<file path="src/hw/rtl/cwps_pkg.sv">
// ----------------------------------------------------------------------------
// cwps_pkg
// Shared constants and types for the cache way partition search block.
// ----------------------------------------------------------------------------
`default_nettype none

package cwps_pkg;

    localparam int CWPS_MAX_CPUS = 4;
    localparam int CWPS_MAX_WAYS = 16;

    localparam int CPU_COUNT_W = 3;
    localparam int WAY_COUNT_W = 5;
    localparam int CFG_DATA_W  = 5;
    localparam int SCORE_W     = 34;
    localparam int HIT_W       = 32;

    localparam logic [CPU_COUNT_W-1:0] CPU_COUNT_RST = 3'd4;
    localparam logic [WAY_COUNT_W-1:0] WAY_COUNT_RST = 5'd16;

    typedef enum logic {
        CFG_CPU_COUNT = 1'b0,
        CFG_WAY_COUNT = 1'b1
    } t_cfg_idx;

    typedef enum logic {
        MODE_LOAD   = 1'b0,
        MODE_SEARCH = 1'b1
    } t_mode;

    typedef enum logic [2:0] {
        S_IDLE,
        S_DIV,
        S_PREP,
        S_READ,
        S_DRAIN,
        S_CMP,
        S_NEXT,
        S_OUT
    } t_state;

endpackage

`default_nettype wire

</file>
<file path="src/hw/rtl/cache_way_partition_search_top.sv">
// ----------------------------------------------------------------------------
// cache_way_partition_search_top
// Loads are accepted back to back, one per cycle, while the block is idle.
// A search first works out the default split w/n, then steps through each prefix
// of the enumeration and, for each allocation that fits, reads the hit table once
// per cpu through the single read port, then gives n results, one per cpu.
// Reset clears control state and sets cpu_count to 4 and way_count to 16;
// the hit table is not cleared and must be loaded before it is searched.
// ----------------------------------------------------------------------------
`default_nettype none

module cache_way_partition_search_top #(
    parameter int MAX_CPUS = cwps_pkg::CWPS_MAX_CPUS,
    parameter int MAX_WAYS = cwps_pkg::CWPS_MAX_WAYS
) (
    input  wire logic                          i_clk,
    input  wire logic                          i_rst_n,
    input  wire logic                          i_cfg_we,
    input  wire cwps_pkg::t_cfg_idx            i_cfg_idx,
    input  wire logic [cwps_pkg::CFG_DATA_W-1:0] i_cfg_data,
    input  wire logic                          i_req_valid,
    output logic                               o_req_ready,
    input  wire logic                          i_mode,
    input  wire logic [1:0]                    i_cpu_index,
    input  wire logic [3:0]                    i_way_index,
    input  wire logic [cwps_pkg::HIT_W-1:0]    i_hit_count,
    output logic                               o_res_valid,
    input  wire logic                          i_res_ready,
    output logic [1:0]                         o_cpu_id,
    output logic [4:0]                         o_ways_given,
    output logic [cwps_pkg::SCORE_W-1:0]       o_best_score,
    output logic                               o_last
);

    import cwps_pkg::*;

    localparam int CPU_W  = (MAX_CPUS > 1) ? $clog2(MAX_CPUS) : 1;
    localparam int CNT_W  = $clog2(MAX_CPUS + 1);
    localparam int WAY_W  = $clog2(MAX_WAYS + 1);
    localparam int IDX_W  = $clog2(MAX_WAYS);
    localparam int ADDR_W = CPU_W + IDX_W;
    localparam int DEPTH  = MAX_CPUS << IDX_W;
    localparam int PRE_W  = $clog2(MAX_CPUS * MAX_WAYS + 1);

    // configuration
    logic [CPU_COUNT_W-1:0] r_cpu_count;
    logic [WAY_COUNT_W-1:0] r_way_count;

    // control
    t_state             r_state;
    t_state             n_state;
    logic [CPU_W-1:0]   r_c;
    logic [CPU_W-1:0]   r_oc;
    logic               r_rd_vld;

    // datapath
    logic [HIT_W-1:0]   r_mem [DEPTH];
    logic [HIT_W-1:0]   r_rdata;
    logic [WAY_W-1:0]   r_trial [MAX_CPUS];
    logic [WAY_W-1:0]   n_trial [MAX_CPUS];
    logic [WAY_W-1:0]   r_best_ways [MAX_CPUS];
    logic [SCORE_W-1:0] r_acc;
    logic [SCORE_W-1:0] r_best;
    logic [WAY_W-1:0]   r_rem;
    logic [WAY_W-1:0]   r_q;

    logic [CNT_W-1:0]   n_act;
    logic [WAY_W-1:0]   w_act;
    logic [WAY_W-1:0]   w_max;
    logic [CPU_W-1:0]   last_cpu;
    logic [PRE_W-1:0]   pre;
    logic               pre_fits;
    logic [WAY_W-1:0]   rest;
    logic               odo_found;
    logic [CPU_W-1:0]   odo_pos;
    logic               div_more;
    logic               rd_last;
    logic               out_last;
    logic               req_acc;
    logic               res_acc;
    logic               load_ok;
    logic [ADDR_W-1:0]  wr_addr;
    logic [ADDR_W-1:0]  rd_addr;

    // saturated register values
    always_comb begin
        if (r_cpu_count == '0) begin
            n_act = CNT_W'(1);
        end else if (32'(r_cpu_count) > MAX_CPUS) begin
            n_act = CNT_W'(MAX_CPUS);
        end else begin
            n_act = CNT_W'(r_cpu_count);
        end
        if (r_way_count < 5'd2) begin
            w_act = WAY_W'(2);
        end else if (32'(r_way_count) > MAX_WAYS) begin
            w_act = WAY_W'(MAX_WAYS);
        end else begin
            w_act = WAY_W'(r_way_count);
        end
    end

    assign w_max    = w_act - WAY_W'(1);
    assign last_cpu = CPU_W'(n_act - CNT_W'(1));
    assign rd_last  = (r_c == last_cpu);
    assign out_last = (r_oc == last_cpu);
    assign div_more = (r_rem >= WAY_W'(n_act));

    // prefix sum and the one last-cpu share that can fit
    always_comb begin
        pre = '0;
        for (int i = 0; i < MAX_CPUS; i++) begin
            if (CNT_W'(i + 1) < n_act) begin
                pre = pre + PRE_W'(r_trial[i]);
            end
        end
        pre_fits = (pre < PRE_W'(w_act));
        rest     = WAY_W'(PRE_W'(w_act) - pre);
    end

    // odometer step over the prefix, last position fastest
    always_comb begin
        odo_found = 1'b0;
        odo_pos   = '0;
        for (int i = 0; i < MAX_CPUS; i++) begin
            if (CNT_W'(i + 1) < n_act && r_trial[i] < w_max) begin
                odo_found = 1'b1;
                odo_pos   = CPU_W'(i);
            end
        end
        for (int i = 0; i < MAX_CPUS; i++) begin
            if (CPU_W'(i) == odo_pos) begin
                n_trial[i] = r_trial[i] + WAY_W'(1);
            end else if (CPU_W'(i) > odo_pos && CNT_W'(i + 1) < n_act) begin
                n_trial[i] = WAY_W'(1);
            end else begin
                n_trial[i] = r_trial[i];
            end
        end
    end

    // next state
    always_comb begin
        n_state = r_state;
        unique case (r_state)
            S_IDLE: begin
                if (req_acc && i_mode == MODE_SEARCH) begin
                    n_state = S_DIV;
                end
            end
            S_DIV: begin
                if (!div_more) begin
                    n_state = (n_act == CNT_W'(1)) ? S_OUT : S_PREP;
                end
            end
            S_PREP:  n_state = pre_fits ? S_READ : S_NEXT;
            S_READ: begin
                if (rd_last) begin
                    n_state = S_DRAIN;
                end
            end
            S_DRAIN: n_state = S_CMP;
            S_CMP:   n_state = S_NEXT;
            S_NEXT:  n_state = odo_found ? S_PREP : S_OUT;
            S_OUT: begin
                if (res_acc && out_last) begin
                    n_state = S_IDLE;
                end
            end
            default: n_state = S_IDLE;
        endcase
    end

    // outputs of the state machine
    always_comb begin
        o_req_ready = 1'b0;
        o_res_valid = 1'b0;
        unique case (r_state)
            S_IDLE:  o_req_ready = 1'b1;
            S_OUT:   o_res_valid = 1'b1;
            default: begin
                o_req_ready = 1'b0;
                o_res_valid = 1'b0;
            end
        endcase
    end

    assign req_acc = i_req_valid && o_req_ready;
    assign res_acc = o_res_valid && i_res_ready;
    assign load_ok = (32'(i_cpu_index) < MAX_CPUS) && (32'(i_way_index) < MAX_WAYS);
    assign wr_addr = ADDR_W'((32'(i_cpu_index) << IDX_W) | 32'(i_way_index));
    assign rd_addr = {r_c, r_trial[r_c][IDX_W-1:0]};

    assign o_cpu_id     = 2'(r_oc);
    assign o_ways_given = 5'(r_best_ways[r_oc]);
    assign o_best_score = r_best;
    assign o_last       = out_last;

    // hit table
    always_ff @(posedge i_clk) begin
        if (req_acc && i_mode == MODE_LOAD && load_ok) begin
            r_mem[wr_addr] <= i_hit_count;
        end
        r_rdata <= r_mem[rd_addr];
    end

    // control registers
    always_ff @(posedge i_clk) begin
        if (!i_rst_n) begin
            r_state     <= S_IDLE;
            r_cpu_count <= CPU_COUNT_RST;
            r_way_count <= WAY_COUNT_RST;
            r_rd_vld    <= 1'b0;
            r_c         <= '0;
            r_oc        <= '0;
        end else begin
            r_state  <= n_state;
            r_rd_vld <= (r_state == S_READ);
            if (i_cfg_we) begin
                unique case (i_cfg_idx)
                    CFG_CPU_COUNT: r_cpu_count <= i_cfg_data[CPU_COUNT_W-1:0];
                    CFG_WAY_COUNT: r_way_count <= i_cfg_data[WAY_COUNT_W-1:0];
                endcase
            end
            if (r_state == S_PREP) begin
                r_c <= '0;
            end else if (r_state == S_READ && !rd_last) begin
                r_c <= r_c + CPU_W'(1);
            end
            if (r_state == S_IDLE) begin
                r_oc <= '0;
            end else if (res_acc) begin
                r_oc <= r_oc + CPU_W'(1);
            end
        end
    end

    // search datapath
    always_ff @(posedge i_clk) begin
        if (r_rd_vld) begin
            r_acc <= r_acc + SCORE_W'(r_rdata);
        end
        unique case (r_state)
            S_IDLE: begin
                if (req_acc && i_mode == MODE_SEARCH) begin
                    r_best <= '0;
                    r_rem  <= w_act;
                    r_q    <= '0;
                    for (int i = 0; i < MAX_CPUS; i++) begin
                        r_trial[i] <= WAY_W'(1);
                    end
                end
            end
            S_DIV: begin
                if (div_more) begin
                    r_rem <= r_rem - WAY_W'(n_act);
                    r_q   <= r_q + WAY_W'(1);
                end else begin
                    for (int i = 0; i < MAX_CPUS; i++) begin
                        r_best_ways[i] <= (CNT_W'(i) < n_act) ? r_q : '0;
                    end
                end
            end
            S_PREP: begin
                r_acc <= '0;
                if (pre_fits) begin
                    r_trial[last_cpu] <= rest;
                end
            end
            S_CMP: begin
                if (r_acc > r_best) begin
                    r_best <= r_acc;
                    for (int i = 0; i < MAX_CPUS; i++) begin
                        if (CNT_W'(i) < n_act) begin
                            r_best_ways[i] <= r_trial[i];
                        end
                    end
                end
            end
            S_NEXT: begin
                if (odo_found) begin
                    for (int i = 0; i < MAX_CPUS; i++) begin
                        r_trial[i] <= n_trial[i];
                    end
                end
            end
            default: begin
            end
        endcase
    end

    // checks
    a_no_overlap: assert property (@(posedge i_clk) disable iff (!i_rst_n)
        !(o_req_ready && o_res_valid))
        else $error("request and result sides open together");

    a_read_in_range: assert property (@(posedge i_clk) disable iff (!i_rst_n)
        (r_state == S_READ) |-> (r_trial[r_c] != '0 && r_trial[r_c] < w_act))
        else $error("hit table read outside the allocation range");

    a_back_to_idle: assert property (@(posedge i_clk) disable iff (!i_rst_n)
        (res_acc && o_last) |=> o_req_ready)
        else $error("block not idle after the final result");

    a_best_hold: assert property (@(posedge i_clk) disable iff (!i_rst_n)
        (r_state != S_CMP && r_state != S_IDLE) |=> $stable(r_best))
        else $error("best score changed outside compare");

endmodule

`default_nettype wire
</file>
<file path="config.mk">
export PLATFORM = sky130hd
export DESIGN_NAME = cache_way_partition_search_top
export DESIGN_NICKNAME = d
export VERILOG_FILES = /design/src/hw/rtl/cwps_pkg.sv /design/src/hw/rtl/cache_way_partition_search_top.sv
export SDC_FILE = /design/constraint.sdc
export NUM_CORES = 2
export LEC_CHECK = 0
export BUFFER_PORTS_ARGS = -buffer_cell sky130_fd_sc_hd__buf_2
export CORE_UTILIZATION = 50
export DETAILED_ROUTE_END_ITERATION = 8
export PLACE_DENSITY = 0.65
export SETUP_SLACK_MARGIN = 0.15
export SYNTH_ARGS = -nofsm -noshare
export SYNTH_HDL_FRONTEND = slang
export SYNTH_SLANG_ARGS = --single-unit
</file>
<file path="constraint.sdc">
create_clock -name i_clk -period 12.7 [get_ports i_clk]
set_input_delay 0 -clock i_clk [delete_from_list [all_inputs] [get_ports i_clk]]
set_output_delay 0 -clock i_clk [all_outputs]
set_load 0.05 [all_outputs]
</file>
Word level (Yosys, flattened, before mapping) --
Memory sizes are Yosys's and may differ from the RTL's. A register that Yosys moved wholly into a read port is not among the register bits. Cells that the tools add are included.
Storage, ports and cells: output and inout port bits 44, memories 3, input port bits 50, bits in writable memories 2088, flip-flop bits (word level) 94, logic and storage cells 197
Operators by class: reductions and logical operators 28, add/sub/neg operators 15, bitwise logic cells 12, equality and inequality tests 19, order comparisons 19, muxes and demuxes 91
Memory list:
- r_mem | depth 64, width 32, rd ports 1, clocked after Yosys merged registers in 1, write ports 1, line cache_way_partition_search_top.sv:57 | logic [HIT_W-1:0] r_mem [DEPTH];
- r_best_ways | depth 4, width 5, rd ports 1, clocked after Yosys merged registers in 1, write ports 4, line cache_way_partition_search_top.sv:61 | logic [WAY_W-1:0] r_best_ways [MAX_CPUS];
- r_trial | depth 4, width 5, rd ports 5, clocked after Yosys merged registers in 1, write ports 4, line cache_way_partition_search_top.sv:59 | logic [WAY_W-1:0] r_trial [MAX_CPUS];
Operators by type and width (count):
- 5-bit 2-to-1 mux | 28
- 34-bit 2-to-1 mux | 2
- 34-bit one-hot mux with 2 select lines | 1
- 1-bit 2-to-1 mux | 38
- 34-bit by 32-bit adder with 34-bit output | 1
- 34-bit > comparator | 1
- 3-bit 2-to-1 mux | 9
- 5-bit by 1-bit adder with 5-bit output (second input constant) | 5
- 3-bit one-hot mux with 8 select lines | 1
- 7-bit by 5-bit adder with 7-bit output | 3
- 7-bit 2-to-1 mux | 3
- 5-bit less-than comparator | 4
- 5-bit one-hot mux with 2 select lines | 2
- 1-bit logical AND | 14
- 2-bit 2-to-1 mux | 7
- 3-bit equality test (second input constant) | 4
- 2-bit != test (second input constant) | 6
- 1-bit bitwise OR | 8
- 7-bit by 5-bit less-than comparator with 1-bit output | 1
- 3-bit by 1-bit equality test with 1-bit output (second input constant) | 2
- 3-bit by 2-bit equality test with 1-bit output (second input constant) | 2
- 3-bit logical NOT | 2
- 1-bit by 3-bit less-than comparator with 1-bit output (first input constant) | 2
- 2-bit by 3-bit less-than comparator with 1-bit output (first input constant) | 2
- 25 further kinds | 36

Logic depth before layout (Yosys ltp) --
word-level depth 17, gate-level depth with buffers 22, depth with buffers taken out 20

Least setup slack after synthesis --
No wires, ideal clock.
path type register to register, start register r_cpu_count[2], end memory r_trial[3][0] (netlist bit) (enable), stages on the path, launching flop included 22, arrival 4.488 ns, path slack 7.902 ns, required time 12.390 ns, path buffers 4, period minus slack after synthesis 4.798 ns, library setup time 0.310 ns, cells stage by stage dfxtp_1 clkbuf_1 clkbuf_1 nor2_1 inv_1 ha_1 clkbuf_1 mux2i_1 nor2_1 ha_1 inv_1 fa_1 o21ai_0 ha_1 nor2b_1 o21a_1 o21a_1 o21ai_0 nand2b_1 nor3_1 buf_2 a21o_1
RTL lines:
- start, declared | line cache_way_partition_search_top.sv:46 | logic [CPU_COUNT_W-1:0] r_cpu_count;
- start signal, assigned | line cache_way_partition_search_top.sv:221 | CFG_CPU_COUNT: r_cpu_count <= i_cfg_data[CPU_COUNT_W-1:0];
- end, declared | line cache_way_partition_search_top.sv:59

==> qor.yml <==
floorplanning:
  start_util_pct: 50.5
  io_pins: 94
  dieArea_sq_um: 178000
  num_rows: 153
  die_width_um: 422
  core_sq_um: 174000
  die_h_um: 422
clocking:
  cts-htree-levels: 4
  cts_buffer_depth: 3
  clock-sinks: 2218
  cts_hold_buf: 63
  clkSlewWorstSetupHoldPaths_ns: 0.06
  cts-root-buf: "clkbuf_16"
  post_cts_resized: 0
  clk_latency_ns: 0.88
  postCtsSetupBuffers: 0
  cts_buffers: 216
  cts_tree: "yes"
power:
  p_comb_share_pct: 11.5
  clkPwrFrac_pct: 38.1
  p_int_mw: 12.4
  swShare_pct: 25.5
  power_leakage_nw: 32.6
  pwr-share-seq_pct: 50.4
  vdd_drop_max_mv: 0.126
  netSwitchingPower_mw: 4.23
  powerDensity_nw_per_um2: 167
timing:
  slew_viol_final: 0
  min_period_over_period_pct: 48.1
  clock.fmax_mhz: 164
  setup_viol: 0
  skew_ns: 0.0822
  hold_viol_final: 0
  slew_headroom_pct: 12.0
  tightest_slew_ns: 1.32
  grt_setup_unrepaired: "false"
  fin_tns_setup_ns: 0
  fin_crit_ns: 6.11
critical_path:
  crit_path_start_kind: "register"
  crit_arrival_ns: 6.64
  ff2ff_setup_slack_ns: 6.59
  cp_max_fo: 23
  timing_worst_setup_path_type: "register to register"
  cp.required_ns: 13.24
  endpoint_kind: "register"
detailed_routing:
  drc: 0
  drt-vias-per-instance: 6.21
  first_pass_iters: 5
  route.final.wire_length_mm: 219
  drt_iter0_drc: 5045
  ant_nets: 0
  vias: 44900
  wire_per_inst_um: 30.2
layout:
  area_growth_pct: 13.1
  layoutNonFillerInstCount: 7227
  layout-drive-gt1-share_pct: 23.4
  final_nets: 4874
global_routing:
  grt_usage_pct: 24.7
  grt_pass1_vias: 45100
  overflow: 0
  grt_pass1_wl_mm: 315
  grt_max_degree: 129
  antenna_found_initial: 14
synthesis:
  synth_compound_area_share_pct: 4.77
  synth_nets: 4610
  ys_seq_area_share_pct: 74.7
  synthXorXnorAreaFrac_pct: 0.458
  synthFlopType: "edfxtp_1"
  yosys-top-cells-area: "edfxtp_1 (73%), mux4_2 (13%), a22oi_1 (2.5%)"
  synth_top_family_by_area: "multiplexers"
  yosys.area_share.simple_pct: 3.08
  synth_adder_area_share_pct: 1.63
  synth_edf_count: 2132
  synth_seq_cells: 2218
  syn_inst: 4448
  yosysMostFrequentCell: "edfxtp_1"
  synth_top_cells_by_count: "edfxtp_1 (2132), mux4_2 (521), a22oi_1 (292)"
  post-synth-top-area-cell: "edfxtp_1"
  synth_top_area_share_pct: 72.7
  synth_area_per_cell_sq_um: 19.8
  ys.warnings.count: 0
  async_flop_share_pct: 0
  syn_area_sq_um: 88000
  yosysUniqueCellTypes: 67
  synth_mux_area_share_pct: 13.8
placement:
  hpwl_mm: 119
  dpl.cell_count: 6756
  io_buffers: 93
  place.gp.congestion: 0.851
min_path:
  hp-class: "primary input to register"
run:
  maxCapViolCount: 0
run_status:
  status: "complete, no violations"
## kinds of logic (layout without fill, tap and decap cells)
group	count (synthesis)	after routing
fa+ha+maj	112	112
flops	2218	2218
simple gates	586	586
buf+inv	312	761
compound gates	614	614
xor+xnor	46	46
other cells	0	5
mux	560	560
## routing by layer
metal  GRT usage (%)  wire length [um]  part of all wire, %  vias up
li1                -                 -                    -    18900
met1            35.1             89400                   41    23600
met2            38.0            102000                   46     2078
met3            5.60             21000                  9.6      331
met4            7.93              6560                  3.0        2
met5               0                 8               0.0037        -
## layout make-up
type / instances / area (sq um)
Tap cell: 2325 / 2910
Antenna cell: 5 / 12.5
Clock buffer: 280 / 5830
Clock inverter: 123 / 1280
Inverter: 75 / 282
Fill cell: 12800 / 74800
Multi-Input combinational cell: 1918 / 21400
Timing Repair Buffer: 283 / 2110
Sequential cell: 2218 / 65700
## power groups by stage
stage	clock (mW)	sequential [mW]	combinational, mW
floorplan	0	8.43	1.16
global placement	0	8.51	1.86
detailed placement	0	8.51	1.88
CTS	6.43	8.36	1.90
global route	6.70	8.38	2.07
finish	6.33	8.37	1.90
## critical path, cell delays in order, from the launching register on
cell	delay (ns)
dfxtp_1	0.91
inv_1	0.52
nand2_1	0.29
inv_1	0.13
ha_1	0.30
nor2_1	0.66
mux2i_1	0.43
inv_1	0.08
ha_1	0.30
nand2b_1	0.15
a21oi_1	0.21
a21oi_1	0.07
ha_1	0.37
o21a_1	0.12
o21ai_0	0.16
nand2b_1	0.17
nor3_1	0.62
a211o_1	0.29
## cell usage in the layout (no fill, tap or decap), drive strengths merged, types with 15 or more instances in the layout
cell         count
a22oi          293
nor3            24
mux2i           31
xnor2           26
dfxtp           86
buf            220
o21ai           57
nor2           164
a21oi          124
and2            42
nor2b           15
ha             108
clkbuf         280
dlygate4sd3     63
clkinv         101
nand2          209
edfxtp        2132
inv             79
mux4           521
nand3           43
xor2            20
a21o            34
## flip-flops by register name, indices dropped and copies added, names as in the netlist, named ones only
register / count
o_best_score: 34
r_best_ways: 20
r_q: 5
r_rd_vld: 1
r_cpu_count: 3
r_rdata: 32
r_state: 3
r_c: 2
r_trial: 20
r_rem: 5
r_way_count: 5
r_acc: 34
r_mem: 2048
o_cpu_id: 2
## final timing paths
check                                          endpoint  cells past startpoint                        start
worst max-delay path            r_trial[1][2]$_DFFE_PP_                     17  r_cpu_count[2]$_SDFFE_PN1P_
worst min-delay path                           register                      5                  i_res_ready
worst max register to register  r_trial[1][2]$_DFFE_PP_                     17  r_cpu_count[2]$_SDFFE_PN1P_
worst min register to register   r_acc[32]$_SDFFE_PP0P_                      2       r_acc[32]$_SDFFE_PP0P_
## stage by stage
stage / area (sq um) / setup WS, ns / utilization, % / power (mW) / hold slack (ns)
2_1_floorplan: 88000 / 7.90 / - / 9.60 / 0.0989
3_3_place_gp: 91800 / 6.85 / 52.7 / 10.4 / 0.232
3_5_place_dp: 91800 / 6.69 / 52.7 / 10.4 / 0.251
4_1_cts: 99600 / 6.66 / 57.1 / 16.7 / 0.0162
5_1_grt: 99600 / 6.15 / 57.1 / 17.1 / 0.0747
6_report: 99600 / 6.59 / 57.1 / 16.6 / 0.0792
Note: power is estimated with default switching activity, not from simulation.
